<file path="config.mk">
export PLATFORM = sky130hd
export DESIGN_NAME = gpc_seq
export DESIGN_NICKNAME = d
export VERILOG_FILES = /design/src/design/gpc_pkg.sv /design/src/design/gpc_seq.sv
export SDC_FILE = /design/constraint.sdc
export NUM_CORES = 1
export LEC_CHECK = 0
export ABC_AREA = 1
export ABC_CLOCK_PERIOD_IN_PS = 5520
export BUFFER_PORTS_ARGS = -buffer_cell sky130_fd_sc_hd__buf_2
export CORE_ASPECT_RATIO = 0.75
export CORE_MARGIN = 4
export CORE_UTILIZATION = 40
export CTS_CLUSTER_SIZE = 14
export DETAILED_ROUTE_END_ITERATION = 8
export GPL_ROUTABILITY_DRIVEN = 0
export PLACE_DENSITY = 0.69
export REMOVE_ABC_BUFFERS = 1
export SLEW_MARGIN = 20
export SYNTH_ARGS = -nofsm -noshare
export SYNTH_HDL_FRONTEND = slang
export SYNTH_SLANG_ARGS = --single-unit
export TNS_END_PERCENT = 5
</file>
<file path="constraint.sdc">
create_clock -name clk -period 5.52 [get_ports clk]
set_input_delay 1.104 -clock clk [delete_from_list [all_inputs] [get_ports clk]]
set_output_delay 1.104 -clock clk [all_outputs]
set_load 0.02 [all_outputs]
</file>
<file path="src/design/gpc_pkg.sv">
`timescale 1ns / 1ps
// Shared types, sizes and the dimension clamp for the grid path counter.
// No dependencies; used by every module in this folder.
package gpc_pkg;

	localparam int MAX_DIM = 32;
	localparam int DIM_W   = 6;                  // holds 1..MAX_DIM
	localparam int IDX_W   = $clog2(MAX_DIM);    // column index
	localparam int CNT_W   = 59;                 // path count width
	localparam int STEP_W  = $clog2(2 * MAX_DIM); // wavefront step counter
	localparam int IN_W    = 16;                 // input word, byte padded
	localparam int OUT_W   = 64;                 // output word, byte padded

	// row token handed down the cell chain
	typedef struct packed {
		logic act;    // this cell updates in this cycle
		logic first;  // first row: copy left instead of adding
	} gpc_tok_t;

	typedef logic [CNT_W-1:0] gpc_cnt_t;

	// zero counts as one, anything above MAX_DIM saturates
	function automatic logic [DIM_W-1:0] clamp_dim(input logic [DIM_W-1:0] v);
		logic [DIM_W-1:0] r;
		r = v;
		if (v == '0)
			r = DIM_W'(1);
		else if (v > DIM_W'(MAX_DIM))
			r = DIM_W'(MAX_DIM);
		return r;
	endfunction

endpackage

</file>
<file path="src/design/gpc_seq.sv">
`timescale 1ns / 1ps
// Item sequencer: takes a grid size, injects row tokens into the cell chain,
// picks up the finished count into the output register. Depends on gpc_pkg.
module gpc_seq (
	input  logic                      clk,
	input  logic                      arst_n,
	input  logic                      s_axis_tvalid,
	output logic                      s_axis_tready,
	input  logic [gpc_pkg::IN_W-1:0]  s_axis_tdata,
	output logic                      m_axis_tvalid,
	input  logic                      m_axis_tready,
	output logic [gpc_pkg::OUT_W-1:0] m_axis_tdata,
	output gpc_pkg::gpc_tok_t         tok,
	output logic [gpc_pkg::IDX_W-1:0] col_sel,
	input  gpc_pkg::gpc_cnt_t         result
);
	import gpc_pkg::*;

	typedef enum logic {
		ST_IDLE,
		ST_RUN
	} state_t;

	state_t             state_q;
	logic [DIM_W-1:0]   rows_q;
	logic [DIM_W-1:0]   cols_q;
	logic [STEP_W-1:0]  step_q;
	logic [STEP_W-1:0]  last_step_q;
	logic               out_valid_q;
	gpc_cnt_t           out_data_q;

	logic [DIM_W-1:0]   rows_c;
	logic [DIM_W-1:0]   cols_c;
	logic [DIM_W:0]     last_sum;
	logic               in_acc;
	logic               done;

	assign rows_c   = clamp_dim(s_axis_tdata[DIM_W-1:0]);
	assign cols_c   = clamp_dim(s_axis_tdata[2*DIM_W-1:DIM_W]);
	// last step index: the result of the last cell has settled by this step
	assign last_sum = {1'b0, rows_c} + {1'b0, cols_c} - (DIM_W+1)'(2);

	assign s_axis_tready = (state_q == ST_IDLE);
	assign in_acc        = s_axis_tvalid && s_axis_tready;
	assign done          = (state_q == ST_RUN) && (step_q == last_step_q)
	                       && (!out_valid_q || m_axis_tready);

	assign tok.act   = (state_q == ST_RUN) && (STEP_W'(rows_q) > step_q);
	assign tok.first = (state_q == ST_RUN) && (step_q == '0);
	assign col_sel   = IDX_W'(cols_q - DIM_W'(1));

	always_ff @(posedge clk or negedge arst_n) begin
		if (!arst_n) begin
			state_q     <= ST_IDLE;
			step_q      <= '0;
			out_valid_q <= 1'b0;
		end else begin
			if (done)
				out_valid_q <= 1'b1;
			else if (m_axis_tready)
				out_valid_q <= 1'b0;
			case (state_q)
				ST_IDLE: begin
					if (in_acc) begin
						state_q <= ST_RUN;
						step_q  <= '0;
					end
				end
				ST_RUN: begin
					if (done) begin
						state_q <= ST_IDLE;
					end else if (step_q != last_step_q) begin
						step_q <= step_q + STEP_W'(1);
					end
				end
				default: begin
					state_q <= ST_IDLE;
				end
			endcase
		end
	end

	always_ff @(posedge clk) begin
		if (in_acc) begin
			rows_q      <= rows_c;
			cols_q      <= cols_c;
			last_step_q <= STEP_W'(last_sum);
		end
		if (done)
			out_data_q <= result;
	end

	assign m_axis_tvalid = out_valid_q;
	assign m_axis_tdata  = {{(OUT_W-CNT_W){1'b0}}, out_data_q};

	a_first_is_act: assert property (@(posedge clk) disable iff (!arst_n)
		tok.first |-> tok.act) else $error("first-row token without active flag");
	a_step_bound: assert property (@(posedge clk) disable iff (!arst_n)
		(state_q == ST_RUN) |-> (step_q <= STEP_W'(2 * MAX_DIM - 2)))
		else $error("wavefront step out of range");
	a_start: assert property (@(posedge clk) disable iff (!arst_n)
		in_acc |=> (state_q == ST_RUN) && (step_q == '0))
		else $error("accepted word did not start a run");
	a_nonzero: assert property (@(posedge clk) disable iff (!arst_n)
		out_valid_q |-> (out_data_q != '0)) else $error("path count of zero");

endmodule

</file>
After elaboration in Yosys (flattened, before gate mapping)

Cells that the tools add are included.
Widths: inputs -> output; s select.

Bits of input ports: 79
Output and inout port bits: 73
Register bits after elaboration: 84

Reduce and logical (&&, ||, !) cells: 12
Bitwise operators: 1
Equal/unequal tests: 5
Mux-type cells: 13
$add $sub $neg: 4
Order comparisons: 3

Operators by type and width:

| kind                | number |
|---|---|
| $mux 6              | 7 |
| $logic_not 6->1     | 3 |
| $gt 6x6->1 const B  | 2 |
| $pmux 6 s2          | 1 |
| $add 6x1->6 const B | 1 |
| $add 6x6->6         | 1 |
| $eq 6x6->1          | 1 |
| $gt 6x6->1          | 1 |
| $ne 6x6->1          | 1 |
| $sub 6x2->6 const B | 1 |
| $logic_and 1x1->1   | 5 |
| $sub 5x1->5 const B | 1 |
| $mux 1              | 4 |
| $ne 2x1->1 const B  | 2 |
| $reduce_and 3->1    | 1 |
| $ne 2x2->1 const B  | 1 |
| $pmux 1 s2          | 1 |
| $reduce_bool 2->1   | 1 |
| $logic_not 1->1     | 1 |
| $logic_or 1x1->1    | 1 |
| $not 1->1           | 1 |

Longest topological paths before layout

Gate-level depths: netlist (run 1).

Depth after elaboration: 5
Depth in mapped cells: 15
Gate-level depth less buffers: 15

Worst setup path before layout (run 1)

Ideal clock, no wire load.

Kind: in2reg
Start point: in m_axis_tready
End point: reg out_data_q[0], enable pin
Arrival: 3,618 ps
Setup slack: 1,426 ps
Stages: 2
Path buffers: 0
Cells stage by stage: nor2_1 > nor2_1

Word-level cells in the longest chain between the ends: 2

RTL lines:

| what                 | line          | RTL |
|---|---|---|
| from (decl)          | gpc_seq.sv:11 | `input logic m_axis_tready,` |
| $logic_or 1x1->1     | gpc_seq.sv:46 | `&& (!out_valid_q \|\| m_axis_tready);` |
| $logic_and 1x1->1    | gpc_seq.sv:46 |  |
| named net done       | gpc_seq.sv:36 | `logic done;` |
| to (signal assigned) | gpc_seq.sv:90 | `out_data_q <= result;` |
| to (decl)            | gpc_seq.sv:30 | `gpc_cnt_t out_data_q;` |

The timed path passes the listed nets, and every way through them passes these cells.
A chain may end at the register's enable or synchronous reset.

Final worst setup path (run 1)

Start point: in s_axis_tdata[1] (netlist bit)
End point: reg last_step_q[5], data pin

Word-level cells in the longest chain between the ends: 5

RTL lines:

| what                  | line          | RTL |
|---|---|---|
| from (decl)           | gpc_seq.sv:9  | `input logic [gpc_pkg::IN_W-1:0] s_axis_tdata,` |
| $gt 6x6->1            | gpc_pkg.sv:28 | `else if (v > DIM_W'(MAX_DIM))` |
| $mux 6                | gpc_pkg.sv:28 |  |
| $mux 6 *              | gpc_pkg.sv:26 | `if (v == '0)` |
| named net rows_c[1]   | gpc_seq.sv:32 | `logic [DIM_W-1:0] rows_c;` |
| $add 6x6->6 *         | gpc_seq.sv:41 | `assign last_sum = {1'b0, rows_c} + {1'b0, cols_c} - (DIM_W+1)'(2);` |
| $sub 6x2->6 *         | gpc_seq.sv:41 |  |
| named net last_sum[5] | gpc_seq.sv:34 | `logic [DIM_W:0] last_sum;` |
| to (signal assigned)  | gpc_seq.sv:87 | `last_step_q <= STEP_W'(last_sum);` |
| to (decl)             | gpc_seq.sv:28 | `logic [STEP_W-1:0] last_step_q;` |

The timed path passes the listed nets; every way through them passes the cells marked *.

==> results.md, run 1 <==
* Status: finished clean
* Setup bufs post-CTS at 0
* Filler cells at approximately 740
* Setup TNS at 0 ns
* # DRC at 0
* LEAKAGE at between 0.002 and 0.0025 µW
* Number of synthesized register bits at 84
* Clk buf depth at 2
* Synthesized area at around 3500 µm²
* Register area share after synthesis at 0.705
* Largest net degree at the start of global routing at 60
* Die area at roughly 10000 µm²
* CTS tree: yes
* Final core occ at 0.543
* N_diodes at 0
* Die W at around 120 µm
* Final hold viol count at 0
* GRT Total Usage at 0.138
* Clk root buf: clkbuf_16
* Setup repair after global routing missed its margin: no
* Share of cells above drive strength 1 at 0.409
* Setup violations, final at 0
* Post-synthesis xor/xnor area fraction at 0.0249
* DRT Pass-1 Iters at 5
* Reg clk slew, reported paths at approximately 0.06 ns
* Worst-skew pair later-pin latency at roughly 0.32 ns
* Hold_buf cts at 0
* Fmax achieved at a little over 0.3 GHz
* GR peak layer: met2
* Initial DRC Count at 103
* Via count at 2354
* Main combinational cell family by area after synthesis: simple AND/OR/NAND/NOR gates
* Top cell type's share of synthesized area at 0.648
* Setup WS pre-CTS at between 1.5 and 2 ns
* Grt ovf at 0
* Initial antenna violation count at 0
* Met1 Resource Use GR at 0.178
* Slew margin rel. at 0.390
* Vias in the first global route at around 2200
* VDD IR max at 264 µV
* Post-route design area at 4630 µm²
* Synth Area in Compound Gates at 0.0174
* Post-synthesis simple-gate area fraction at 0.110
* Gate Count Post-Synth at 268
* PD cells at around 400 nW/µm²
* Synth area leaders: edfxtp_1 (65%), ha_1 (6.4%), dfrtp_1 (5.7%)
* Hold Path Cell Cnt at 2
* # IOs at between 150 and 200
* Die Y at 89.3 µm
* M3 GR Usage at 0.0474
* Post-route ant nets at 0
* CORE AREA at roughly 8500 µm²
* Unique masters post-synth at 26
* Yosys top cell by area: edfxtp_1
* FF-to-FF path depth at 7
* Max-cap violations at 0
* Final Cycle Share at 0.589
* Kind of critical path: input pin to flop
* Fin worst setup slack at 2.27 ns
* Tmin final at 3.25 ns
* P&R area growth vs syn at 31.5%
* Post-CTS sizing at 0
* Num rows at 29
* Input/output buffers at approximately 140
* Average wire per standard cell at roughly 14 µm
* Final nets at a little over 500
* Crit path max fanout at 3
* CP Capture Type: flop
* Via density at 4.43
* CP required at approximately 5.6 ns
* Pins Over Slew Limit at 0
* First-pass GRT wire length at ~11000 µm
* DRT Wirelength at around 7500 µm
* Synth Area in Adders at 0.0696
* Worst Hold Class: flop to flop
* Synthesis Warnings at 0
* Cts bufs inserted at 9
* Post-Syn Area per Cell at ~13 µm²
* Post-synthesis mux area share at 0
* Sink Count at 84
* Starting Density at 0.413
* DP HPWL at a little under 6000 µm
* GR Layer Usage met2 at 0.220
* Skew final at about 0.008 ns
* Worst-margin pin slew at approximately 0.91 ns
* CP arrival at about 3.3 ns
* Startpoint types: input pin
* Placed Area at roughly 4300 µm²
* Htree depth at 3
==> registers in the layout, indices dropped and copies added (netlist names) <==
| name | cells |
|---|---|
| cols_q | 5 |
| last_step_q | 6 |
| m_axis_tvalid | 1 |
| out_data_q | 59 |
| rows_q | 6 |
| state_q | 1 |
| step_q | 6 |
==> synth_stat cells, drive strengths merged <==
cell,instances
nor3,1
buf,7
o21ai,6
nand3,16
ha,18
edfxtp,76
nor2,18
dfrtp,8
fa,1
nand2,39
conb,1
nand4,7
or2,1
inv,52
clkbuf,1
xor2,7
xnor2,3
a31oi,1
a21oi,5
==> final cells by class <==
type	instances	area, µm²	area share
inverters	52	195	0.0421
multi-input cells	128	810	0.175
clock inverters	7	66.3	0.0143
well taps	108	135	0.0292
flip-flops and latches	84	2480	0.536
clock buffers	9	225	0.0486
repair buffers	143	718	0.155
==> metal layers <==
metal | share of wire | up-vias
li1 | - | 1188
met1 | 0.42 | 1079
met2 | 0.50 | 77
met3 | 0.066 | 10
met4 | 0.014 | 0
met5 | 0 | -
==> where the power goes <==
group	internal (µW)	switching [µW]	total, µW
clock network	348	227	575
registers	778	59.9	838
logic	146	249	395
==> logic make-up after synthesis <==
logic type | after synthesis
fa+ha+maj | 19
compound gates | 12
buf+inv | 60
flops | 84
other cells | 1
simple gates | 82
xor+xnor | 10
==> through the flow <==
step | power (µW) | hold slack [ns] | instances
final | 1810 | 0.556 | 531
after global routing | 1920 | 0.585 | 531
after CTS | 1830 | 0.560 | 531
after detailed placement | 1250 | 0.548 | 515
after global placement | 1240 | 0.541 | 515
after floorplan | 1120 | 0.529 | 264
==> placed cells by master, fill, tap and decap left out, drive strengths merged, types with 3 or more instances in the layout <==
cell type,instances
a21oi,5
buf,143
clkbuf,9
clkinv,4
conb,5
dfrtp,8
edfxtp,76
ha,18
inv,53
nand2,39
nand3,16
nand4,7
nor2,18
o21ai,6
xnor2,3
xor2,7
==> worst max-delay path, stage by stage <==
cell	delay, ns
buf_2	0.10
inv_1	0.06
nand4_1	0.12
or2_1	0.22
nand2_1	0.07
inv_2	0.04
nor2_1	0.12
inv_1	0.06
ha_1	0.28
inv_1	0.06
ha_1	0.16
inv_1	0.06
fa_1	0.39
o21ai_0	0.20
a21oi_1	0.11
xor2_1	0.16
==> worst paths after layout <==
path	endpoint	slack, ns	from
max	last_step_q[5]	2.27	s_axis_tdata[1]
min in group asynchronous	step_q[3]	0.62	arst_n
max reg2reg	out_data_q[26]	3.32	step_q[2]
max in group asynchronous	step_q[0]	4.73	arst_n
min reg2reg	m_axis_tvalid	0.56	m_axis_tvalid
min	m_axis_tvalid	0.56	m_axis_tvalid
No activity file was read; power rests on OpenSTA's default activity.
==> inputs of run 2 (changes only) <==
Settings changed: ABC_CLOCK_PERIOD_IN_PS 5520 to 3300.
Clock period 5.52 ns to 3.3 ns, I/O delays scaled along.
==> results.md, run 2 (synthesis results as in run 1) <==
* Pint at 2140 µW (+68%)
* N_diodes at 0 (unchanged)
* Max FFs per register at 59 (unchanged)
* Num rows at 29 (unchanged)
* Pins Over Slew Limit at 0 (unchanged)
* Input/output buffers at 142 (unchanged)
* Die area at 10400 µm² (unchanged)
* Average wire per standard cell at 14.3 µm (+1.3%)
* Slowest cell on the critical path: fa_1
* CP arrival at 2.93 ns (-0.39 ns)
* Critical Path End: last_step_q[5]
* CP required at 3.38 ns (-2.21 ns)
* Status: finished clean
* Die W at 116 µm (unchanged)
* Initial antenna violation count at 0 (unchanged)
* Crit path top cell by count: inv_1
* Crit-path max cell delay at 0.39 ns (about the same)
* Seq. cell area at 2480 µm² (unchanged)
* Clock Power Share at 0.323 (+0.005)
* Hold_buf cts at 0 (unchanged)
* PD cells at 659 nW/µm² (+69%)
* Hold WS at 0.168 ns (-0.388 ns)
* Buffer and inverter count on the worst path at 6 (unchanged)
* Via count at 2415 (+2.6%)
* Clk root buf: clkbuf_16
* Sw Share at 0.301 (+0.00489)
* Sink Count at 84 (unchanged)
* Fmax achieved at 0.350 GHz
* Slew margin rel. at 0.510 (+0.120)
* DRT Wirelength at 7620 µm (+1.5%)
* Tmin final at between 2 and 3 ns
* Crit path max fanout at 3 (unchanged)
* VDD IR max at 423 µV (+60%)
* Area of the multi-input gates at 807 µm² (-0.31%)
* Kind of critical path: input pin to flop
* # DRC at 0 (unchanged)
* CP startpoint: s_axis_tdata[1]
* DRT Pass-1 Iters at 4 (-1)
* Final hold viol count at 0 (unchanged)
* CTS tree: yes
* Setup repair after global routing missed its margin: no
* Via density at 4.54 (+2.4%)
* Critical path's top delay family: adder cells
* Skew final at 0.00501 ns (-0.00301 ns)
* Starting Density at 0.413 (unchanged)
* GRT Total Usage at 0.139 (+0.00161)
* Reg clk slew, reported paths at 0.06 ns (about the same)
* Die Y at 89.3 µm (unchanged)
* Post-CTS sizing at 0 (unchanged)
* CP cell instances: buf_2 > inv_1 > nand4_1 > or2_1 > nand2_1 > inv_2 > nor2_1 > inv_1 > ha_1 > inv_1 > ha_1 > inv_1 > fa_1 > o21ai_0 > a21oi_1 > xor2_1
* CP Capture Type: flop
* Reg power frac at 0.459 (-0.005)
* Worst-skew pair later-pin latency at 0.33 ns (about the same)
* Crit path depth at 16 (unchanged)
* P&R area growth vs syn at 31.9%
* Startpoint types: input pin
* R2R Path End: out_data_q[46]
* Grt ovf at 0 (unchanged)
* Htree depth at 3 (unchanged)
* Initial DRC Count at 116 (+13%)
* Reg-to-reg startpoint: step_q[2]
* Biggest register: out_data_q
* Worst Hold Class: input pin to async pin
* CORE AREA at 8530 µm² (unchanged)
* Largest net degree at the start of global routing at 60 (unchanged)
* # IOs at 152 (unchanged)
* Worst-margin pin slew at 0.735 ns (-0.178 ns)
* FF-to-FF path depth at 7 (unchanged)
* Cts bufs inserted at 9 (unchanged)
* Net switching power at 921 µW (+72%)
* Combinational Power Share at 0.218 (about the same)
* DP HPWL at 5960 µm (+0.60%)
* Setup bufs post-CTS at 0 (unchanged)
* Share of cells above drive strength 1 at 0.415 (+0.00611)
* Final nets at 517 (+0.19%)
* Clk buf depth at 2 (unchanged)
* Vias in the first global route at 2228 (-0.80%)
* Max-cap violations at 0 (unchanged)
* First-pass GRT wire length at 10800 µm (+0.44%)
* LEAKAGE at 0.00216 µW (+0.62%)
* Flop2flop setup slack at 1.07 ns (-2.25 ns)
* Final core occ at 0.545 (+0.00147)
* Most common cell after layout, fill and taps aside: buf_2
* Setup violations, final at 0 (unchanged)
* Post-route ant nets at 0 (unchanged)
* Commonest non-fill, non-tap cells in the layout: buf_2 (142), edfxtp_1 (76), inv_1 (46)
* Final Cycle Share at 0.865
* Filler cells at 730 (-1.5%)
-- run 2: worst register-to-register path, cell delays in order (launching register included) --
cell and delay, ns:
dfrtp_1 0.53, inv_2 0.07, nand2_1 0.08, nand2_2 0.05, nor2_2 0.17, nand4_1 0.21
nor2_4 0.13, buf_4 0.58
-- run 2: stage by stage --
stage | cell area (µm²) | power (µW) | std cells | setup WS, ns | TNS, ns
2_1_floorplan | 3480 | 1870 | 264 | -0.533 | -31.44
3_3_place_gp | 4350 | 2070 | 516 | 0.252 | 0
3_5_place_dp | 4350 | 2100 | 516 | 0.0982 | 0
4_1_cts | 4640 | 3090 | 532 | 0.436 | 0
5_1_grt | 4640 | 3240 | 532 | 0.253 | 0
6_report | 4640 | 3060 | 532 | 0.446 | 0
-- run 2: power by group through the flow --
stage | Combinational (µW) | Clock, µW | Sequential [µW]
final | 668 | 987 | 1400
after global routing | 757 | 1070 | 1420
after CTS | 677 | 1010 | 1400
after detailed placement | 674 | 0 | 1420
after global placement | 649 | 0 | 1420
after floorplan | 412 | 0 | 1460
-- run 2: layout make-up --
type / count / area share
clock inverter: 7 / 0.0159
tap: 108 / 0.0291
sequential: 84 / 0.534
inverter: 52 / 0.0420
multi-input combinational: 128 / 0.174
clock buffer: 9 / 0.0485
timing repair buffer: 144 / 0.156
-- run 2: metal layers --
metal | GRT usage | vias up | wire length, µm
met4 | 0.0421 | 0 | 72
met5 | 0 | - | 0
met1 | 0.184 | 1129 | 3130
met2 | 0.219 | 88 | 3920
li1 | - | 1190 | -
met3 | 0.0474 | 8 | 492
-- run 2: worst min path at each step --
stage                     to  cells after the start  slack (ns)
6_report           step_q[4]                      1        0.17
2_1_floorplan  m_axis_tvalid                      0        0.36
4_1_cts            step_q[4]                      1        0.16
5_1_grt            step_q[4]                      1        0.16
3_5_place_dp         state_q                      1        0.52
3_3_place_gp       step_q[4]                      1        0.51
==> inputs of run 3 (changes only) <==
Settings changed: REMOVE_ABC_BUFFERS 1 to unset, SKIP_LAST_GASP set to 1.
==> results.md, run 3 (synthesis results as in run 1) <==
* Status: finished clean
* CP Capture Type: flop
* Post-CTS sizing at 0 (unchanged)
* # IOs at 152 (unchanged)
* LEAKAGE at 0.00214 µW (-0.66%)
* N_diodes at 0 (unchanged)
* Largest net degree at the start of global routing at 39 (-35%)
* GR peak layer: met2
* Skew final at 0.00352 ns (-0.00150 ns)
* Final nets at 518 (+0.19%)
* Setup TNS at 0 ns (unchanged)
* Average wire per standard cell at 14.2 µm (-1.1%)
* Cts bufs inserted at 9 (unchanged)
* Initial antenna violation count at 0 (unchanged)
* Kind of critical path: input pin to flop
* GR Layer Usage met2 at 0.223 (+0.00467)
* P&R area growth vs syn at 31.7%
* Final hold viol count at 0 (unchanged)
* DRT Wirelength at 7550 µm (-0.89%)
* First-pass GRT wire length at 10600 µm (-2.0%)
* Hold_buf cts at 0 (unchanged)
* Fin worst setup slack at 0.390 ns (-0.0565 ns)
* Biggest register: out_data_q
* Die Y at 89.3 µm (unchanged)
* Sink Count at 84 (unchanged)
* Via count at 2383 (-1.3%)
* Num rows at 29 (unchanged)
* Die W at 116 µm (unchanged)
* Met1 Resource Use GR at 0.174 (-0.0108)
* Starting Density at 0.413 (unchanged)
* Grt ovf at 0 (unchanged)
* DP HPWL at 5930 µm (-0.44%)
* VDD IR max at 449 µV (+6.4%)
* PD cells at 647 nW/µm² (-1.8%)
* Setup violations, final at 0 (unchanged)
* Final core occ at 0.544 (-0.000881)
* Slowest cell on the critical path: fa_1
* Share of cells above drive strength 1 at 0.416 (+0.00138)
* Post-route ant nets at 0 (unchanged)
* Flop2flop setup slack at 1.28 ns (+0.21 ns)
* CP cell instances: buf_2 > inv_1 > nand4_1 > or2_1 > nand2_1 > inv_2 > nor2_1 > inv_1 > ha_1 > inv_1 > ha_1 > inv_1 > fa_1 > o21ai_0 > a21oi_1 > xor2_1
* Crit-path max cell delay at 0.39 ns (about the same)
* Most common cell after layout, fill and taps aside: buf_2
* CP required at 3.38 ns (about the same)
* Setup WS pre-CTS at 0.0669 ns (-0.0314 ns)
* Htree depth at 3 (unchanged)
* Commonest non-fill, non-tap cells in the layout: buf_2 (142), edfxtp_1 (76), inv_1 (46)
* Initial DRC Count at 138 (+19%)
* Fmax achieved at 0.344 GHz (-1.9%)
* Crit path max fanout at 3 (unchanged)
* Die area at 10400 µm² (unchanged)
* Worst-skew pair later-pin latency at 0.33 ns (about the same)
* Final Cycle Share at 0.882 (+0.0171)
* Reg clk slew, reported paths at 0.06 ns (about the same)
* CTS tree: yes
* # DRC at 0 (unchanged)
* CORE AREA at 8530 µm² (unchanged)
* Input/output buffers at 142 (unchanged)
* GRT Total Usage at 0.136 (-0.00263)
* Vias in the first global route at 2206 (-0.99%)
* Crit path top cell by count: inv_1
* Pins Over Slew Limit at 0 (unchanged)
* Startpoint types: input pin
* Setup repair after global routing missed its margin: no
* Setup bufs post-CTS at 0 (unchanged)
* CP arrival at 2.99 ns (+0.06 ns)
* DRT Pass-1 Iters at 4 (unchanged)
* M3 GR Usage at 0.0460 (-0.00135)
* Tmin final at 2.91 ns (+0.0565 ns)
* Worst Hold Class: input pin to async pin
* Power Total at 3000 µW (-1.9%)
* Clk buf depth at 2 (unchanged)
* Max FFs per register at 59 (unchanged)
* Max-cap violations at 0 (unchanged)
* Clk root buf: clkbuf_16
* Via density at 4.47 (-1.5%)
-- run 3: changes by cell type in the layout (fill, tap and decap cells not counted) --
cell and delta:
inv_8 +1, clkinvlp_4 +3, clkinv_2 -2, clkinv_4 -1
buf_4 +1, bufinv_16 -1
-- run 3: final timing paths --
kind,from,end,cells after the start
setup / recovery,s_axis_tdata[1],last_step_q[5],16
hold / removal,arst_n,step_q[5],1
setup reg to reg,step_q[2],out_data_q[55],7
hold reg to reg,m_axis_tvalid,m_axis_tvalid,2
max in group asynchronous,arst_n,step_q[0],1
min in group clk,result[34],out_data_q[34],1
-- run 3: metal layers --
metal,vias to the layer above,share of wire
li1,1193,-
met1,1106,0.41
met2,80,0.52
met3,4,0.062
met4,0,0.0073
met5,-,0
-- run 3: worst max-delay path: cells and delay by family --
family | cells | cell delay, ns
xor+xnor | 1 | 0.17
buf+inv | 6 | 0.40
simple gates | 4 | 0.58
compound gates | 2 | 0.33
fa+ha+maj | 3 | 0.84
-- run 3: power breakdown --
group	switching [µW]	total [µW]	leakage, µW	internal (µW)
Clock	414	933	0.000127	520
Sequential	101	1400	0.000789	1300
Combinational	416	665	0.00123	249
-- run 3: stage by stage --
step / hold WS [ns] / cells / instance area (µm²)
after floorplan: 0.364 / 272 / 3540
after global placement: 0.510 / 517 / 4350
after detailed placement: 0.512 / 517 / 4350
after CTS: 0.154 / 533 / 4640
after global routing: 0.160 / 533 / 4640
final: 0.165 / 533 / 4640
-- run 3: final cells by class --
cell class              count  area, µm²
well taps                 108        135
fillers                   711       3890
repair buffers            145        733
clock inverters             7       58.8
inverters                  52        195
multi-input cells         128        807
clock buffers               9        225
flip-flops and latches     84       2480
